===== src/rtl/core/assert_macros.svh =====
// ----------------------------------------------------------------------------
// assert_macros : concurrent assertion helpers for the rasterizer core
// clocked on the rising edge, held off while reset is low
// ----------------------------------------------------------------------------
`ifndef ASSERT_MACROS_SVH
`define ASSERT_MACROS_SVH

// plain property
`define SLR_ASSERT(label, clk, rst_n, prop) \
    label: assert property (@(posedge clk) disable iff (!rst_n) (prop)) \
        else $error("scaled line rasterizer assertion failed");

// same cycle implication
`define SLR_ASSERT_IMPL(label, clk, rst_n, ante, cons) \
    `SLR_ASSERT(label, clk, rst_n, (ante) |-> (cons))

// next cycle implication
`define SLR_ASSERT_NEXT(label, clk, rst_n, ante, cons) \
    `SLR_ASSERT(label, clk, rst_n, (ante) |=> (cons))

`endif


===== src/rtl/core/slr_pkg.sv =====
// ----------------------------------------------------------------------------
// slr_pkg
// shared widths, register codes, reset values and types of the rasterizer
// ----------------------------------------------------------------------------
`timescale 1ns / 1ps
`default_nettype none

package slr_pkg;

    localparam int unsigned REG_BITS       = 16;
    localparam int unsigned SIZE_BITS      = 7;
    localparam int unsigned CELL_BITS      = 6;
    localparam int unsigned COLOUR_BITS    = 4;
    localparam int unsigned CFG_IDX_BITS   = 3;
    localparam int unsigned NUM_PTS        = 4;

    localparam int unsigned DEF_SCREEN_MAX = 64;
    localparam int unsigned DEF_COORD_BITS = 16;
    localparam int unsigned DEF_NUM_W      = REG_BITS + CELL_BITS;

    localparam logic signed [REG_BITS-1:0] RST_X_LOW  = 16'sd0;
    localparam logic signed [REG_BITS-1:0] RST_X_HIGH = 16'sd25600;
    localparam logic signed [REG_BITS-1:0] RST_Y_LOW  = 16'sd0;
    localparam logic signed [REG_BITS-1:0] RST_Y_HIGH = 16'sd25600;
    localparam logic [SIZE_BITS-1:0]       RST_WIDTH  = 7'd64;
    localparam logic [SIZE_BITS-1:0]       RST_HEIGHT = 7'd64;

    typedef enum logic [CFG_IDX_BITS-1:0] {
        CFG_WORLD_X_LOW   = 3'd0,
        CFG_WORLD_X_HIGH  = 3'd1,
        CFG_WORLD_Y_LOW   = 3'd2,
        CFG_WORLD_Y_HIGH  = 3'd3,
        CFG_SCREEN_WIDTH  = 3'd4,
        CFG_SCREEN_HEIGHT = 3'd5
    } t_cfg_idx;

    typedef struct packed {
        logic signed [REG_BITS-1:0] x_lo;
        logic signed [REG_BITS-1:0] x_hi;
        logic signed [REG_BITS-1:0] y_lo;
        logic signed [REG_BITS-1:0] y_hi;
        logic [CELL_BITS-1:0]       last_w;
        logic [CELL_BITS-1:0]       last_h;
    } t_cfg;

    typedef struct packed {
        logic [CELL_BITS-1:0]   start_col;
        logic [CELL_BITS-1:0]   start_row;
        logic [CELL_BITS-1:0]   end_col;
        logic [CELL_BITS-1:0]   end_row;
        logic [COLOUR_BITS-1:0] colour;
    } t_seg;

endpackage

`default_nettype wire


===== src/rtl/core/scaled_line_rasterizer_unit.sv =====
// ----------------------------------------------------------------------------
// scaled_line_rasterizer_unit
// draws a world-space line segment as a run of screen cells
// ----------------------------------------------------------------------------
// input channel: start and end point (signed q8.8) plus colour, one segment
// per transfer on i_in_valid / o_in_stall
// output channel: one cell per transfer on o_out_valid / i_out_stall, the
// end cell flagged by o_last_cell; a segment gives max(|dx|,|dy|)+1 cells
// config port: i_cfg_wr_en writes i_cfg_data to register i_cfg_index; the user
// must write only while no segment is in flight, which the block does not enforce
// endpoint mapping does one multiply per coordinate, then a compare-subtract
// per quotient bit on the shared divider step unless the cell is settled early;
// the mapper holds the finished segment until the walker, once idle, takes it
// cells then leave at one per cycle while the receiver does not stall; the
// walker goes idle after the last cell of a segment, so o_out_valid drops
// between the cells of consecutive segments
// the input stalls until the walker has taken the mapped segment, longer while
// the walker still holds the previous one, so no new segment enters mid-mapping;
// a stalled receiver holds the current cell and the walk
// reset: config returns to its defaults, both stages go idle, no cell pending
// ----------------------------------------------------------------------------
`timescale 1ns / 1ps
`default_nettype none

module scaled_line_rasterizer_unit
    import slr_pkg::*;
#(
    parameter int unsigned SCREEN_MAX = DEF_SCREEN_MAX,
    parameter int unsigned COORD_BITS = DEF_COORD_BITS
) (
    input  wire logic                         i_clk,
    input  wire logic                         i_rst_n,
    input  wire logic                         i_cfg_wr_en,
    input  wire logic [CFG_IDX_BITS-1:0]      i_cfg_index,
    input  wire logic [REG_BITS-1:0]          i_cfg_data,
    input  wire logic                         i_in_valid,
    output logic                              o_in_stall,
    input  wire logic signed [COORD_BITS-1:0] i_start_x,
    input  wire logic signed [COORD_BITS-1:0] i_start_y,
    input  wire logic signed [COORD_BITS-1:0] i_end_x,
    input  wire logic signed [COORD_BITS-1:0] i_end_y,
    input  wire logic [COLOUR_BITS-1:0]       i_colour,
    output logic                              o_out_valid,
    input  wire logic                         i_out_stall,
    output logic [CELL_BITS-1:0]              o_cell_column,
    output logic [CELL_BITS-1:0]              o_cell_row,
    output logic [COLOUR_BITS-1:0]            o_cell_colour,
    output logic                              o_last_cell
);

    logic signed [REG_BITS-1:0] r_x_low, r_x_high, r_y_low, r_y_high;
    logic [SIZE_BITS-1:0]       r_width, r_height;

    t_cfg w_cfg;
    t_seg w_seg;
    logic w_seg_valid;
    logic w_seg_take;

    // last usable index, size clamped to 1 .. SCREEN_MAX
    function automatic logic [CELL_BITS-1:0] f_last(input logic [SIZE_BITS-1:0] v);
        if (v > SIZE_BITS'(SCREEN_MAX)) begin
            return CELL_BITS'(SCREEN_MAX - 1);
        end else if (v == '0) begin
            return '0;
        end else begin
            return CELL_BITS'(v - 1'b1);
        end
    endfunction

    always_ff @(posedge i_clk) begin
        if (!i_rst_n) begin
            r_x_low  <= RST_X_LOW;
            r_x_high <= RST_X_HIGH;
            r_y_low  <= RST_Y_LOW;
            r_y_high <= RST_Y_HIGH;
            r_width  <= RST_WIDTH;
            r_height <= RST_HEIGHT;
        end else if (i_cfg_wr_en) begin
            unique case (i_cfg_index)
                CFG_WORLD_X_LOW:   r_x_low  <= $signed(i_cfg_data);
                CFG_WORLD_X_HIGH:  r_x_high <= $signed(i_cfg_data);
                CFG_WORLD_Y_LOW:   r_y_low  <= $signed(i_cfg_data);
                CFG_WORLD_Y_HIGH:  r_y_high <= $signed(i_cfg_data);
                CFG_SCREEN_WIDTH:  r_width  <= i_cfg_data[SIZE_BITS-1:0];
                CFG_SCREEN_HEIGHT: r_height <= i_cfg_data[SIZE_BITS-1:0];
                default: begin
                end
            endcase
        end
    end

    assign w_cfg.x_lo   = r_x_low;
    assign w_cfg.x_hi   = r_x_high;
    assign w_cfg.y_lo   = r_y_low;
    assign w_cfg.y_hi   = r_y_high;
    assign w_cfg.last_w = f_last(r_width);
    assign w_cfg.last_h = f_last(r_height);

    slr_mapper #(
        .COORD_BITS (COORD_BITS)
    ) u_mapper (
        .i_clk       (i_clk),
        .i_rst_n     (i_rst_n),
        .i_cfg       (w_cfg),
        .i_valid     (i_in_valid),
        .o_stall     (o_in_stall),
        .i_start_x   (i_start_x),
        .i_start_y   (i_start_y),
        .i_end_x     (i_end_x),
        .i_end_y     (i_end_y),
        .i_colour    (i_colour),
        .o_seg_valid (w_seg_valid),
        .i_seg_take  (w_seg_take),
        .o_seg       (w_seg)
    );

    slr_walker u_walker (
        .i_clk         (i_clk),
        .i_rst_n       (i_rst_n),
        .i_seg_valid   (w_seg_valid),
        .o_seg_take    (w_seg_take),
        .i_seg         (w_seg),
        .o_out_valid   (o_out_valid),
        .i_out_stall   (i_out_stall),
        .o_cell_column (o_cell_column),
        .o_cell_row    (o_cell_row),
        .o_cell_colour (o_cell_colour),
        .o_last_cell   (o_last_cell)
    );

endmodule

`default_nettype wire


===== src/rtl/core/slr_divstep.sv =====
// ----------------------------------------------------------------------------
// slr_divstep
// shared compare and subtract unit of the restoring divider
// ----------------------------------------------------------------------------
`timescale 1ns / 1ps
`default_nettype none

module slr_divstep
    import slr_pkg::*;
#(
    parameter int unsigned W = DEF_NUM_W
) (
    input  wire logic [W-1:0] i_rem,
    input  wire logic [W-1:0] i_dvs,
    output logic              o_ge,
    output logic [W-1:0]      o_diff
);

    logic [W:0] w_sub;

    assign w_sub  = {1'b0, i_rem} - {1'b0, i_dvs};
    assign o_ge   = ~w_sub[W];
    assign o_diff = w_sub[W-1:0];

endmodule

`default_nettype wire


===== src/rtl/core/slr_mapper.sv =====
// ----------------------------------------------------------------------------
// slr_mapper
// maps the four endpoint coordinates to screen cells, one after the other,
// with a multiply then a bit-per-cycle division by the world span
// ----------------------------------------------------------------------------
`timescale 1ns / 1ps
`default_nettype none

module slr_mapper
    import slr_pkg::*;
#(
    parameter int unsigned COORD_BITS = DEF_COORD_BITS
) (
    input  wire logic                         i_clk,
    input  wire logic                         i_rst_n,
    input  wire t_cfg                         i_cfg,
    input  wire logic                         i_valid,
    output logic                              o_stall,
    input  wire logic signed [COORD_BITS-1:0] i_start_x,
    input  wire logic signed [COORD_BITS-1:0] i_start_y,
    input  wire logic signed [COORD_BITS-1:0] i_end_x,
    input  wire logic signed [COORD_BITS-1:0] i_end_y,
    input  wire logic [COLOUR_BITS-1:0]       i_colour,
    output logic                              o_seg_valid,
    input  wire logic                         i_seg_take,
    output t_seg                              o_seg
);

    localparam int unsigned DW     = ((COORD_BITS > REG_BITS) ? COORD_BITS : REG_BITS) + 1;
    localparam int unsigned NW     = DW - 1 + CELL_BITS;
    localparam int unsigned DVS_W  = REG_BITS + CELL_BITS;
    localparam int unsigned SPAN_W = REG_BITS + 1;
    localparam int unsigned BIT_W  = $clog2(CELL_BITS + 1);
    localparam int unsigned PT_W   = $clog2(NUM_PTS);
    localparam logic [PT_W-1:0]  PT_LAST  = PT_W'(NUM_PTS - 1);
    localparam logic [BIT_W-1:0] BIT_OVFL = BIT_W'(CELL_BITS);

    typedef enum logic [3:0] {
        S_IDLE = 4'b0001,
        S_MUL  = 4'b0010,
        S_DIV  = 4'b0100,
        S_HOLD = 4'b1000
    } t_map_state;

    t_map_state r_state, n_state;
    logic [PT_W-1:0]  r_pt, n_pt;

    logic signed [COORD_BITS-1:0] r_coord [NUM_PTS];
    logic signed [COORD_BITS-1:0] n_coord [NUM_PTS];
    logic [CELL_BITS-1:0]         r_res   [NUM_PTS];
    logic [CELL_BITS-1:0]         n_res   [NUM_PTS];
    logic [COLOUR_BITS-1:0]       r_colour, n_colour;
    logic [NW-1:0]                r_rem, n_rem;
    logic [DVS_W-1:0]             r_dvs, n_dvs;
    logic [BIT_W-1:0]             r_bit, n_bit;
    logic [CELL_BITS-1:0]         r_q, n_q;

    logic                    w_is_y;
    logic signed [SPAN_W-1:0] w_span;
    logic signed [DW-1:0]    w_op_a;
    logic signed [DW-1:0]    w_op_b;
    logic signed [DW-1:0]    w_diff;
    logic [CELL_BITS-1:0]    w_last;
    logic [NW-1:0]           w_prod;
    logic                    w_ge;
    logic [NW-1:0]           w_sub;
    logic [CELL_BITS-1:0]    w_q_bit;
    logic [CELL_BITS-1:0]    w_q_next;
    logic                    w_res_wr;
    logic [CELL_BITS-1:0]    w_res_val;

    // y rows use (hi - y) so the axis comes out flipped
    assign w_is_y = r_pt[0];
    assign w_span = w_is_y ? (SPAN_W'($signed(i_cfg.y_hi)) - SPAN_W'($signed(i_cfg.y_lo)))
                           : (SPAN_W'($signed(i_cfg.x_hi)) - SPAN_W'($signed(i_cfg.x_lo)));
    assign w_op_a = w_is_y ? DW'($signed(i_cfg.y_hi)) : DW'(r_coord[r_pt]);
    assign w_op_b = w_is_y ? DW'(r_coord[r_pt]) : DW'($signed(i_cfg.x_lo));
    assign w_diff = w_op_a - w_op_b;
    assign w_last = w_is_y ? i_cfg.last_h : i_cfg.last_w;
    assign w_prod = NW'(w_diff[DW-2:0]) * NW'(w_last);

    slr_divstep #(
        .W (NW)
    ) u_divstep (
        .i_rem  (r_rem),
        .i_dvs  (NW'(r_dvs)),
        .o_ge   (w_ge),
        .o_diff (w_sub)
    );

    assign w_q_bit  = CELL_BITS'(1) << r_bit;
    assign w_q_next = r_q | (w_ge ? w_q_bit : '0);

    always_comb begin
        n_state   = r_state;
        n_pt      = r_pt;
        n_coord   = r_coord;
        n_res     = r_res;
        n_colour  = r_colour;
        n_rem     = r_rem;
        n_dvs     = r_dvs;
        n_bit     = r_bit;
        n_q       = r_q;
        w_res_wr  = 1'b0;
        w_res_val = '0;

        unique case (r_state)
            S_IDLE: begin
                if (i_valid) begin
                    n_coord[0] = i_start_x;
                    n_coord[1] = i_start_y;
                    n_coord[2] = i_end_x;
                    n_coord[3] = i_end_y;
                    n_colour   = i_colour;
                    n_pt       = '0;
                    n_state    = S_MUL;
                end
            end
            S_MUL: begin
                priority if (w_span <= 0) begin
                    w_res_wr  = 1'b1;
                    w_res_val = w_is_y ? w_last : '0;
                end else if (w_diff < 0) begin
                    w_res_wr  = 1'b1;
                    w_res_val = '0;
                end else begin
                    n_rem   = w_prod;
                    n_dvs   = {w_span[REG_BITS-1:0], {CELL_BITS{1'b0}}};
                    n_bit   = BIT_OVFL;
                    n_q     = '0;
                    n_state = S_DIV;
                end
            end
            S_DIV: begin
                if (r_bit == BIT_OVFL) begin
                    // quotient too big for a cell index
                    if (w_ge) begin
                        w_res_wr  = 1'b1;
                        w_res_val = w_last;
                    end else begin
                        n_bit = r_bit - 1'b1;
                        n_dvs = r_dvs >> 1;
                    end
                end else begin
                    if (w_ge) begin
                        n_rem = w_sub;
                    end
                    if (r_bit == '0) begin
                        w_res_wr  = 1'b1;
                        w_res_val = (w_q_next > w_last) ? w_last : w_q_next;
                    end else begin
                        n_q   = w_q_next;
                        n_bit = r_bit - 1'b1;
                        n_dvs = r_dvs >> 1;
                    end
                end
            end
            S_HOLD: begin
                if (i_seg_take) begin
                    n_state = S_IDLE;
                end
            end
            default: begin
                n_state = S_IDLE;
            end
        endcase

        if (w_res_wr) begin
            n_res[r_pt] = w_res_val;
            if (r_pt == PT_LAST) begin
                n_state = S_HOLD;
            end else begin
                n_pt    = r_pt + 1'b1;
                n_state = S_MUL;
            end
        end
    end

    always_ff @(posedge i_clk) begin
        if (!i_rst_n) begin
            r_state <= S_IDLE;
            r_pt    <= '0;
        end else begin
            r_state <= n_state;
            r_pt    <= n_pt;
        end
    end

    always_ff @(posedge i_clk) begin
        r_coord  <= n_coord;
        r_res    <= n_res;
        r_colour <= n_colour;
        r_rem    <= n_rem;
        r_dvs    <= n_dvs;
        r_bit    <= n_bit;
        r_q      <= n_q;
    end

    assign o_stall           = (r_state != S_IDLE);
    assign o_seg_valid       = (r_state == S_HOLD);
    assign o_seg.start_col   = r_res[0];
    assign o_seg.start_row   = r_res[1];
    assign o_seg.end_col     = r_res[2];
    assign o_seg.end_row     = r_res[3];
    assign o_seg.colour      = r_colour;

endmodule

`default_nettype wire


===== src/rtl/core/slr_walker.sv =====
// ----------------------------------------------------------------------------
// slr_walker
// bresenham walk from start cell to end cell, one cell per output transfer
// ----------------------------------------------------------------------------
`timescale 1ns / 1ps
`default_nettype none

`include "assert_macros.svh"

module slr_walker
    import slr_pkg::*;
(
    input  wire logic                   i_clk,
    input  wire logic                   i_rst_n,
    input  wire logic                   i_seg_valid,
    output logic                        o_seg_take,
    input  wire t_seg                   i_seg,
    output logic                        o_out_valid,
    input  wire logic                   i_out_stall,
    output logic [CELL_BITS-1:0]        o_cell_column,
    output logic [CELL_BITS-1:0]        o_cell_row,
    output logic [COLOUR_BITS-1:0]      o_cell_colour,
    output logic                        o_last_cell
);

    localparam int unsigned ERR_W = CELL_BITS + 2;
    localparam int unsigned E2_W  = ERR_W + 1;

    logic                        r_busy, n_busy;
    logic [CELL_BITS-1:0]        r_cur_col, n_cur_col;
    logic [CELL_BITS-1:0]        r_cur_row, n_cur_row;
    logic [CELL_BITS-1:0]        r_goal_col, n_goal_col;
    logic [CELL_BITS-1:0]        r_goal_row, n_goal_row;
    logic [CELL_BITS-1:0]        r_span_x, n_span_x;
    logic [CELL_BITS-1:0]        r_span_y, n_span_y;
    logic                        r_dir_x_neg, n_dir_x_neg;
    logic                        r_dir_y_neg, n_dir_y_neg;
    logic signed [ERR_W-1:0]     r_err, n_err;
    logic [COLOUR_BITS-1:0]      r_colour, n_colour;

    logic                        w_done;
    logic                        w_xfer;
    logic signed [E2_W-1:0]      w_e2;
    logic signed [E2_W-1:0]      w_dx;
    logic signed [E2_W-1:0]      w_dy;
    logic                        w_step_x;
    logic                        w_step_y;
    logic signed [E2_W-1:0]      w_err_next;
    logic                        w_ld_xneg;
    logic                        w_ld_yneg;
    logic [CELL_BITS-1:0]        w_ld_sx;
    logic [CELL_BITS-1:0]        w_ld_sy;

    assign w_done     = (r_cur_col == r_goal_col) && (r_cur_row == r_goal_row);
    assign w_xfer     = r_busy && !i_out_stall;
    assign o_seg_take = i_seg_valid && !r_busy;

    assign w_e2     = {r_err, 1'b0};
    assign w_dx     = $signed({{(E2_W-CELL_BITS){1'b0}}, r_span_x});
    assign w_dy     = $signed({{(E2_W-CELL_BITS){1'b0}}, r_span_y});
    assign w_step_x = (w_e2 > -w_dy);
    assign w_step_y = (w_e2 < w_dx);
    assign w_err_next = E2_W'(r_err) - (w_step_x ? w_dy : '0) + (w_step_y ? w_dx : '0);

    assign w_ld_xneg = !(i_seg.start_col < i_seg.end_col);
    assign w_ld_yneg = !(i_seg.start_row < i_seg.end_row);
    assign w_ld_sx   = w_ld_xneg ? (i_seg.start_col - i_seg.end_col)
                                 : (i_seg.end_col - i_seg.start_col);
    assign w_ld_sy   = w_ld_yneg ? (i_seg.start_row - i_seg.end_row)
                                 : (i_seg.end_row - i_seg.start_row);

    always_comb begin
        n_busy      = r_busy;
        n_cur_col   = r_cur_col;
        n_cur_row   = r_cur_row;
        n_goal_col  = r_goal_col;
        n_goal_row  = r_goal_row;
        n_span_x    = r_span_x;
        n_span_y    = r_span_y;
        n_dir_x_neg = r_dir_x_neg;
        n_dir_y_neg = r_dir_y_neg;
        n_err       = r_err;
        n_colour    = r_colour;

        priority if (o_seg_take) begin
            n_busy      = 1'b1;
            n_cur_col   = i_seg.start_col;
            n_cur_row   = i_seg.start_row;
            n_goal_col  = i_seg.end_col;
            n_goal_row  = i_seg.end_row;
            n_span_x    = w_ld_sx;
            n_span_y    = w_ld_sy;
            n_dir_x_neg = w_ld_xneg;
            n_dir_y_neg = w_ld_yneg;
            n_err       = ERR_W'($signed({2'b00, w_ld_sx})) - ERR_W'($signed({2'b00, w_ld_sy}));
            n_colour    = i_seg.colour;
        end else if (w_xfer) begin
            if (w_done) begin
                n_busy = 1'b0;
            end else begin
                n_err = ERR_W'(w_err_next);
                if (w_step_x) begin
                    n_cur_col = r_dir_x_neg ? (r_cur_col - 1'b1) : (r_cur_col + 1'b1);
                end
                if (w_step_y) begin
                    n_cur_row = r_dir_y_neg ? (r_cur_row - 1'b1) : (r_cur_row + 1'b1);
                end
            end
        end
    end

    always_ff @(posedge i_clk) begin
        if (!i_rst_n) begin
            r_busy      <= 1'b0;
            r_cur_col   <= '0;
            r_cur_row   <= '0;
            r_goal_col  <= '0;
            r_goal_row  <= '0;
            r_span_x    <= '0;
            r_span_y    <= '0;
            r_dir_x_neg <= 1'b0;
            r_dir_y_neg <= 1'b0;
            r_err       <= '0;
            r_colour    <= '0;
        end else begin
            r_busy      <= n_busy;
            r_cur_col   <= n_cur_col;
            r_cur_row   <= n_cur_row;
            r_goal_col  <= n_goal_col;
            r_goal_row  <= n_goal_row;
            r_span_x    <= n_span_x;
            r_span_y    <= n_span_y;
            r_dir_x_neg <= n_dir_x_neg;
            r_dir_y_neg <= n_dir_y_neg;
            r_err       <= n_err;
            r_colour    <= n_colour;
        end
    end

    assign o_out_valid   = r_busy;
    assign o_cell_column = r_cur_col;
    assign o_cell_row    = r_cur_row;
    assign o_cell_colour = r_colour;
    assign o_last_cell   = w_done;

    `SLR_ASSERT_NEXT(a_last_ends_walk, i_clk, i_rst_n, w_xfer && w_done, !o_out_valid)
    `SLR_ASSERT_NEXT(a_walk_goes_on, i_clk, i_rst_n, w_xfer && !w_done, o_out_valid)
    `SLR_ASSERT_NEXT(a_cell_moves, i_clk, i_rst_n, w_xfer && !w_done, (r_cur_col != $past(r_cur_col)) || (r_cur_row != $past(r_cur_row)))

endmodule

`default_nettype wire


===== config.mk =====
export PLATFORM = sky130hd
export DESIGN_NAME = scaled_line_rasterizer_unit
export DESIGN_NICKNAME = d
export VERILOG_FILES = /design/src/rtl/core/slr_pkg.sv /design/src/rtl/core/scaled_line_rasterizer_unit.sv /design/src/rtl/core/slr_divstep.sv /design/src/rtl/core/slr_mapper.sv /design/src/rtl/core/slr_walker.sv
export VERILOG_INCLUDE_DIRS = /design/src /design/src/rtl/core
export SDC_FILE = /design/constraint.sdc
export NUM_CORES = 1
export LEC_CHECK = 0
export BUFFER_PORTS_ARGS = -buffer_cell sky130_fd_sc_hd__buf_2
export CORE_ASPECT_RATIO = 2
export CORE_MARGIN = 8
export CORE_UTILIZATION = 38
export DETAILED_ROUTE_END_ITERATION = 8
export GPL_TIMING_DRIVEN = 0
export HOLD_SLACK_MARGIN = 0.12
export PLACE_DENSITY = 0.62
export SLEW_MARGIN = 10
export SYNTH_ARGS = -nofsm -noshare
export SYNTH_HDL_FRONTEND = slang
export SYNTH_SLANG_ARGS = --single-unit

===== constraint.sdc =====
create_clock -name i_clk -period 17.6 [get_ports i_clk]
set_input_delay 1.76 -clock i_clk [delete_from_list [all_inputs] [get_ports i_clk]]
set_output_delay 1.76 -clock i_clk [all_outputs]
set_load 0.02 [all_outputs]

==> out/metrics.yaml <==
status: "finished clean"
clkPwrFrac_pct: 14.1
async_flop_share_pct: 0
reg2reg_to: "u_mapper.r_rem[20]"
synthDistinctLibCells: 86
antenna_cells_inserted: 0
period_share_pct: 48.99
setup_viol: 0
drc: 0
slew_headroom_pct: 11.37
synth_flop_cell: "edfxtp_1"
crit_slowest_cell: "clkbuf_1"
p_sw_share_pct: 44.74
track_usage_pct: 21.01
crit_type: "flop to flop"
dieArea_um2: 61350
drt-total-wl_um: 64050
slew_viol_final: 0
cts_tree: "done"
overflow: 0
ys_seq_area_share_pct: 34.86
antenna_found_initial: 0
detail_route.first_pass.iterations: 5
place_congestion: 0.9909
hold_buffers: 0
clock_path_buffers: 3
clock.fmax_ghz: 0.1160
wire_per_inst_um: 20.52
die_y_um: 342.4
synth_area_per_cell_um2: 8.831
routed_via_density: 5.401
htree_levels: 1
io_pins: 111
r2r_setup_slack_ps: 8980
num_vias: 16863
critPathCapture: "u_mapper.r_rem[20]"
end_kind: "flop"
hold_violations: 0
required_ps: 17910
hp-class: "flop to flop"
synth_edf_count: 145
vdd_ir_drop_max_mv: 0.2778
area.sequential_um2: 7057
fp-row-count: 119
portBuffers: 110
p_switching_mw: 2.001
clockRootBuffer: "clkbuf_16"
final_nets: 2779
p_comb_share_pct: 65.5
rsz0062_at_grt: "no"
clk_pin_slew_ps: 70
crit_top_cell: "fa_1"
post-route-min-period_ps: 8622
cp-startpoint: "u_mapper.r_pt[1]"
start_util_pct: 38.40
worst_pin_slew_ps: 1321
die_w_um: 179.2
arrival_ps: 8940
cts_sinks: 280
postCtsSetupRepairBufs: 0
leakage_nw: 9.348
area_delta_synth_final_pct: 11.91
grt_pass1_wl_um: 98010
grt_pass1_vias: 17884
worst_path_largest_cell_delay_ps: 580
syn-cell-area_um2: 20240
hpwlAfterDp_um: 52610
fillers: 5290
insertion_delay_ps: 630
worst_setup_path_start_kind: "flop"
core_um2: 52710
drive_gt1_share_pct: 8.832
tns_ps: 0
path_max_fanout: 10
fin_cells: 3122
p_per_area_nw_per_um2: 197.5
syn_inst: 2292
ys_seq_elements: 280
pwr-share-seq_pct: 20.3
ant_nets: 0
drt_iter0_markers: 795
syn-num-nets: 2636
reg2reg_from: "u_mapper.r_pt[1]"
cap_violations: 0
grt_max_degree: 66
fin_skew_ps: 71.67
cellInternalPower_mw: 2.471
synth_warnings: 0
cts_resized: 0
ff2ff_path_depth: 29
multi_input_area_um2: 11930
dp_cells: 3070
cts_buffers: 28
final cells by class:
class	instances	share of cell area (%)
buffer	85	1.624
clock buffer	29	3.110
clock inverter	23	1.149
inverter	240	3.988
multi-input combinational	1687	52.68
sequential	280	31.16
tap	665	3.673
timing repair buffer	113	2.618
state kept, by name (all words and copies together) (netlist names), 6 cells and up:
name / count
u_mapper.r_rem: 22
u_walker.r_goal_col: 6
u_mapper.r_q: 6
r_x_high: 16
u_mapper.o_seg: 24
u_walker.o_cell_column: 6
u_walker.r_goal_row: 6
r_y_low: 16
r_width: 7
r_y_high: 16
u_walker.r_span_y: 6
u_walker.o_cell_row: 6
u_walker.r_span_x: 6
r_height: 7
u_mapper.r_dvs: 22
u_walker.r_err: 8
r_x_low: 16
u_mapper.r_coord: 64
placed cells by master, fill, tap and decap left out, types with 76 or more instances in the layout:
| master | count |
|---|---|
| nand2_1 | 284 |
| inv_1 | 237 |
| nor2_1 | 229 |
| a21oi_1 | 205 |
| ha_1 | 178 |
| edfxtp_1 | 145 |
| dfxtp_1 | 135 |
| buf_2 | 112 |
| o21ai_0 | 92 |
| clkbuf_1 | 76 |
power groups by stage:
stage	Combinational (mW)	Clock, mW	Sequential [mW]
CTS	2.93	0.642	0.910
floorplan	2.28	0	0.918
global placement	2.84	0	0.925
global route	3.37	0.664	0.913
finish	2.93	0.632	0.910
detailed placement	2.91	0	0.924
logic make-up after synthesis:
logic type	after synthesis	share of synthesized area [%]
AO/OA/AOI/OAI	530	16.51
flip-flops	280	34.86
AND/OR/NAND/NOR	733	16.16
buffers and inverters	325	6.268
multiplexers	68	3.375
XOR/XNOR	104	4.500
adder cells (fa/ha/maj)	252	18.32
critical path: cells and delay by family (launching register included):
kind | cells | cell delay, ps
compound gates | 11 | 2920
xor+xnor | 1 | 490
fa+ha+maj | 6 | 2360
buf+inv | 4 | 1100
flops | 1 | 420
mux | 1 | 410
simple gates | 6 | 600
synthesized netlist by cell type (all sizes together) (35+ instances only):
cell type  instances  area share [%]
mux2i             66             3.3
fa                74             7.3
xnor2             68             2.9
xor2              36             1.6
dfxtp            135              13
nand3             35            0.87
clkbuf            75             1.4
o21ai             99             2.4
edfxtp           145              22
a21oi            205             5.1
nand2            284             5.3
a21o              46             1.7
nor2             230             4.3
inv              239             4.4
nor3              40            0.99
ha               178              11
routing by layer:
| metal | vias up | GRT usage, % | wire length, um |
|---|---|---|---|
| met4 | 0 | 20.24 | 7048 |
| met3 | 246 | 2.692 | 2539 |
| met1 | 7936 | 18.17 | 20470 |
| met5 | - | 0 | 0 |
| met2 | 525 | 39.93 | 33990 |
| li1 | 8156 | - | - |
worst min-delay path by stage:
| stage | startpoint | endpoint | cells after the start |
|---|---|---|---|
| global route | r_y_low[8] | r_y_low[8] | 2 |
| finish | r_y_low[15] | r_y_low[15] | 2 |
| floorplan | r_x_high[0] | r_x_high[0] | 2 |
| detailed placement | r_y_low[13] | r_y_low[13] | 2 |
| global placement | r_x_high[15] | r_x_high[15] | 2 |
| CTS | r_y_low[8] | r_y_low[8] | 2 |
stage by stage:
stage                     hold slack [ps]  total power, mW  instance area [um^2]  worst slack, ps  utilization [%]
after floorplan                     436.3            3.200                 20240            10820                -
after global placement              445.7            3.769                 21620             9138            41.02
after detailed placement            447.2            3.836                 21690             9084            41.14
after CTS                           456.8            4.479                 22650             8998            42.97
after global routing                471.0            4.949                 22650             8504            42.97
final                               456.4            4.472                 22650             8978            42.97
Note: power is estimated with default switching activity, not from simulation.
